<file path="src/rtl/fpsa_pkg.sv">
package fpsa_pkg;

  localparam int MAX_PAGES  = 4096;
  localparam int PAGE_SHIFT = 12;
  localparam int ADDR_BITS  = 52;

  localparam int FRAME_W = ADDR_BITS - PAGE_SHIFT;
  localparam int PTR_W   = $clog2(MAX_PAGES);
  localparam int DEPTH_W = $clog2(MAX_PAGES + 1);
  localparam int COUNT_W = 13;
  localparam int CMP_W   = (DEPTH_W > COUNT_W) ? DEPTH_W : COUNT_W;
  localparam logic [COUNT_W-1:0] TOTAL_LIMIT = '1;

  // slave side: tdata = region_base, region_length, release_address; tuser = opcode, usable
  localparam int S_BASE_LSB  = 0;
  localparam int S_LEN_LSB   = ADDR_BITS;
  localparam int S_REL_LSB   = 2 * ADDR_BITS;
  localparam int S_TDATA_W   = ((3 * ADDR_BITS + 7) / 8) * 8;
  localparam int S_TUSER_W   = 3;

  // master side: tdata = page_address, total, free, used; tuser = status
  localparam int M_ADDR_LSB  = 0;
  localparam int M_TOTAL_LSB = ADDR_BITS;
  localparam int M_FREE_LSB  = ADDR_BITS + COUNT_W;
  localparam int M_USED_LSB  = ADDR_BITS + 2 * COUNT_W;
  localparam int M_TDATA_W   = ((ADDR_BITS + 3 * COUNT_W + 7) / 8) * 8;
  localparam int M_TUSER_W   = 2;

  typedef enum logic [1:0] {
    OP_ADD   = 2'd0,
    OP_ALLOC = 2'd1,
    OP_FREE  = 2'd2
  } fpsa_op_t;

  typedef enum logic [1:0] {
    STAT_OK    = 2'd0,
    STAT_EMPTY = 2'd1,
    STAT_FULL  = 2'd2
  } fpsa_status_t;

  typedef enum logic [1:0] {
    S_IDLE,
    S_REGION,
    S_POP,
    S_FINISH
  } fpsa_state_t;

  typedef struct packed {
    logic take;
    logic push_free;
    logic pop;
    logic set_empty;
    logic set_full;
    logic push_region;
    logic capture_pop;
    logic emit;
  } fpsa_cmd_t;

  typedef struct packed {
    logic [1:0] opcode;
    logic       usable;
    logic       empty;
    logic       full;
    logic       region_done;
    logic       out_free;
  } fpsa_stat_t;

endpackage

</file>
<file path="src/rtl/fpsa_ctrl.sv">
module fpsa_ctrl (
  input  logic                   clk,
  input  logic                   rst,
  input  fpsa_pkg::fpsa_stat_t   stat,
  input  logic                   in_valid,
  output logic                   in_ready,
  output fpsa_pkg::fpsa_cmd_t    cmd
);

  fpsa_pkg::fpsa_state_t state, state_next;

  always_ff @(posedge clk) begin
    if (rst) begin
      state <= fpsa_pkg::S_IDLE;
    end else begin
      state <= state_next;
    end
  end

  always_comb begin
    state_next = state;
    cmd        = '0;
    in_ready   = 1'b0;
    case (state)
      fpsa_pkg::S_IDLE: begin
        // nothing is taken while reset is held
        in_ready = !rst;
        if (in_valid && !rst) begin
          cmd.take   = 1'b1;
          state_next = fpsa_pkg::S_FINISH;
          if (stat.opcode == fpsa_pkg::OP_ADD) begin
            if (stat.usable) begin
              state_next = fpsa_pkg::S_REGION;
            end
          end else if (stat.opcode == fpsa_pkg::OP_ALLOC) begin
            if (stat.empty) begin
              cmd.set_empty = 1'b1;
            end else begin
              cmd.pop    = 1'b1;
              state_next = fpsa_pkg::S_POP;
            end
          end else if (stat.opcode == fpsa_pkg::OP_FREE) begin
            if (stat.full) begin
              cmd.set_full = 1'b1;
            end else begin
              cmd.push_free = 1'b1;
            end
          end
        end
      end
      fpsa_pkg::S_REGION: begin
        // one page pushed per cycle until the region runs out or the stack fills
        if (stat.region_done) begin
          state_next = fpsa_pkg::S_FINISH;
        end else if (stat.full) begin
          cmd.set_full = 1'b1;
          state_next   = fpsa_pkg::S_FINISH;
        end else begin
          cmd.push_region = 1'b1;
        end
      end
      fpsa_pkg::S_POP: begin
        cmd.capture_pop = 1'b1;
        state_next      = fpsa_pkg::S_FINISH;
      end
      fpsa_pkg::S_FINISH: begin
        if (stat.out_free) begin
          cmd.emit   = 1'b1;
          state_next = fpsa_pkg::S_IDLE;
        end
      end
      default: begin
        state_next = fpsa_pkg::S_IDLE;
      end
    endcase
  end

endmodule

</file>
<file path="config.mk">
export PLATFORM = sky130hd
export DESIGN_NAME = fpsa_ctrl
export DESIGN_NICKNAME = d
export VERILOG_FILES = /design/src/rtl/fpsa_pkg.sv /design/src/rtl/fpsa_ctrl.sv
export SDC_FILE = /design/constraint.sdc
export NUM_CORES = 1
export LEC_CHECK = 0
export BUFFER_PORTS_ARGS = -buffer_cell sky130_fd_sc_hd__buf_4
export CORE_AREA = 5 5 42 44
export DETAILED_ROUTE_END_ITERATION = 8
export DIE_AREA = 0 0 47 49
export GPL_ROUTABILITY_DRIVEN = 0
export SLEW_MARGIN = 20
export SYNTH_ARGS = -nofsm -noshare
export SYNTH_HDL_FRONTEND = slang
export SYNTH_SLANG_ARGS = --single-unit
</file>
<file path="constraint.sdc">
create_clock -name clk -period 4.3 [get_ports clk]
set_input_delay 0.86 -clock clk [delete_from_list [all_inputs] [get_ports clk]]
set_output_delay 0.86 -clock clk [all_outputs]
set_load 0.01 [all_outputs]
</file>
==> impl_metrics.csv <==
group,metric,value,unit
floorplanning,chipWidth,47,µm
floorplanning,dieArea,0.002303,mm²
route,wire_per_inst,10.36,µm
sta,fmax,406.1,MHz
synth,synth_cells,32,
synth,ys_ff_latch,2,
worst_setup_path,crit_buf_inv,2,
synth,synth_compound_area_frac,0.1878,
worst_setup_path,reg2reg_depth,4,
sta,tns,0,ps
job,max_cap_violations,0,
worst_setup_path,crit_fanout,6,
min_path,min_to,"state[0]$_SDFFE_PP0P_",
sta,finClkSkew,2.509,ps
sta,setup_viol,0,
synth,synth_top_family_by_area,"simple AND/OR/NAND/NOR gates",
worst_setup_path,critPathMaxStageDelay,250,ps
worst_setup_path,cp_data_required_time,3440,ps
sta,hold_slack,707.5,ps
worst_setup_path,crit_path_cell_trace,"buf_4 -> and3b_2 -> nand3b_1 -> a21boi_1 -> buf_4",
worst_setup_path,cpLargestDelayFamily,"simple AND/OR/NAND/NOR gates",
final_layout,fin_area,464.2,µm²
cts,clk_path_buf_depth,2,
final_layout,regMostFlops,"state",
cts,cts_root_buf,"clkbuf_4",
route,num_vias,285,
sta,maxSlewHeadroom,0.8184,
grt,grt_pass1_wl,1.145,mm
route,ant_nets,0,
cts,cts_tree,"yes",
sta,final.min_clock_period,2463,ps
route,wirelength,715,µm
sta,hold_viol_final,0,
synth,ys_types,18,
run_status,status,"finished, final reports clean",
synth,ys_warn_count,0,
final_layout,nets,69,
cts,hold_buffers,0,
cts,cts_setup_buffers,0,
floorplanning,io_pins,19,
cts,insertion_delay,230,ps
route,drc_errors,0,
final_layout,register_area,40.04,µm²
floorplanning,core_region_area,0.001401,mm²
placement,placed_area,441.7,µm²
worst_setup_path,r2r-end,"state[1]$_SDFFE_PP0P_",
cts,htreeDepth,1,
floorplanning,rows,14,
route,drt_iter0_drc,0,
worst_setup_path,slowest_stage,"and3b_2",
sta,worst-slew-pin-transition,271.3,ps
worst_setup_path,crit_path_frequent_cell,"buf_4",
synth,synth_seq_area_share,0.1397,
synth,avgSynthCellArea,8.954,µm²
final_layout,reg_top3,"state: 2 flops",
synth,syn-num-nets,46,
floorplanning,die_y,49,µm
sta,final_max_slew_viol_count,0,
worst_setup_path,ff2ff_setup_slack,2800,ps
route,via_per_inst,4.130,
final_layout,syn_to_final_growth,62.01,%
worst_setup_path,arrival,1600,ps
pwr,worst_ir_drop_vdd,0.1421,mV
cts,clock-sinks,2,
worst_setup_path,worstSetupPathType,"input port to primary output",
min_path,hp-start,"state[0]$_SDFFE_PP0P_",
pwr,p_leak,0.2410,nW
final_layout,antenna-diode-count,0,
final_layout,drive_above_1_share,0.5283,
synth,synthMuxAreaShare,0.1048,
route,drt_first_pass_iters,1,
synth,synthSimpleGateAreaFrac,0.3406,
worst_setup_path,end_kind,"primary output",
min_path,whs_path_depth,3,
cts,path_clk_slew,30,ps
grt,antenna_found_initial,0,
grt,grt_pass1_vias,299,
final_layout,largest_register_ff_count,2,
grt,grt_max_degree,7,
final_layout,n_fill_cell,169,
worst_setup_path,reg2reg_from,"state[0]$_SDFFE_PP0P_",
placement,io_buffer_count,18,
grt,grt_use_total,0.07103,
sta,rsz0062_at_grt,"false",
placement,hpwl,629.4,µm
synth,synth-xor-area-share,0,
min_path,min_path_type,"register to register",
synth,syn_area,286.5,µm²
synth,synthAdderAreaFrac,0.1747,
pwr,power_density,414.8,mW/mm²
pwr,power,192.6,µW
worst_setup_path,timing.critical_path.from,"rst",
grt,grt-ovfl-total,0,
final_layout,multi_input_area,231.5,µm²
cts,cts_made_buffers,3,
worst_setup_path,startpoint_type,"input port",
sta,period_share,0.5727,
cts,cts_resized,0,
floorplanning,initial_utilization,0.2045,
-- cell type report --
class	count	share of cell area
Multi-Input combinational cell	26	0.4987
Timing Repair Buffer	18	0.2911
Sequential cell	2	0.08625
Clock buffer	3	0.04852
Tap cell	16	0.04313
Inverter	4	0.03235
-- worst min-delay path: stages (launching register included) --
cell and delay, ps:
dfxtp_1 350, inv_1 90, nor2_1 100, mux2_4 140
-- cell usage after synthesis, drive strengths merged --
cell | number | area, µm²
nor2b | 1 | 6.260
ha | 4 | 50.05
a31oi | 2 | 12.51
mux2 | 2 | 30.03
a21boi | 1 | 7.510
dfxtp | 2 | 40.04
nand2 | 1 | 3.750
and2b | 1 | 8.760
nand2b | 2 | 20.02
o21bai | 1 | 7.510
nor3b | 1 | 12.51
inv | 4 | 15.01
and2 | 1 | 6.260
a221oi | 1 | 26.28
and3b | 1 | 10.01
nor2 | 6 | 22.52
nand3b | 1 | 7.510
-- cell usage in the layout, fill, tap and decap left out, drive strengths merged --
master | netlist | final
dfxtp | 2 | 2
nand2 | 1 | 1
nand2b | 2 | 2
a221oi | 1 | 1
nor2 | 6 | 6
a31oi | 2 | 2
a21boi | 1 | 1
ha | 4 | 4
clkbuf | 0 | 3
mux2 | 2 | 2
and3b | 1 | 1
buf | 0 | 18
nor3b | 1 | 1
and2b | 1 | 1
nor2b | 1 | 1
and2 | 1 | 1
nand3b | 1 | 1
o21bai | 1 | 1
inv | 4 | 4
-- logic make-up after synthesis --
kind of cell    count (synthesis)
simple gates                   15
compound gates                  5
buf+inv                         4
mux                             2
flops                           2
fa+ha+maj                       4
-- through the flow --
| stage | util | setup slack [ps] | cells |
|---|---|---|---|
| final | 0.3313 | 1837 | 69 |
| after global routing | 0.3313 | 1748 | 69 |
| after CTS | 0.3313 | 1828 | 69 |
| after detailed placement | 0.3152 | 1840 | 66 |
| after global placement | 0.3152 | 1854 | 66 |
| after floorplan | - | 2004 | 32 |
-- report_power, final --
group / switching, mW / internal [mW]
Clock: 0.0117 / 0.0309
Sequential: 0.00567 / 0.0263
Combinational: 0.0524 / 0.0655
-- worst max-delay path by stage --
stage | to | slack, ps | cells past startpoint
5_1_grt | cmd[3] | 1750 | 6
3_3_place_gp | cmd[3] | 1850 | 5
3_5_place_dp | cmd[3] | 1840 | 5
6_report | cmd[3] | 1840 | 5
2_1_floorplan | cmd[3] | 2000 | 3
4_1_cts | cmd[3] | 1830 | 5
-- per-layer routing --
metal,vias to the layer above,part of all wire,track usage
li1,150,-,-
met1,116,0.39,0.07659
met2,17,0.46,0.1041
met3,2,0.12,0.02952
met4,0,0.028,0.05530
met5,-,0,0
(Power assumes the default switching activity.)
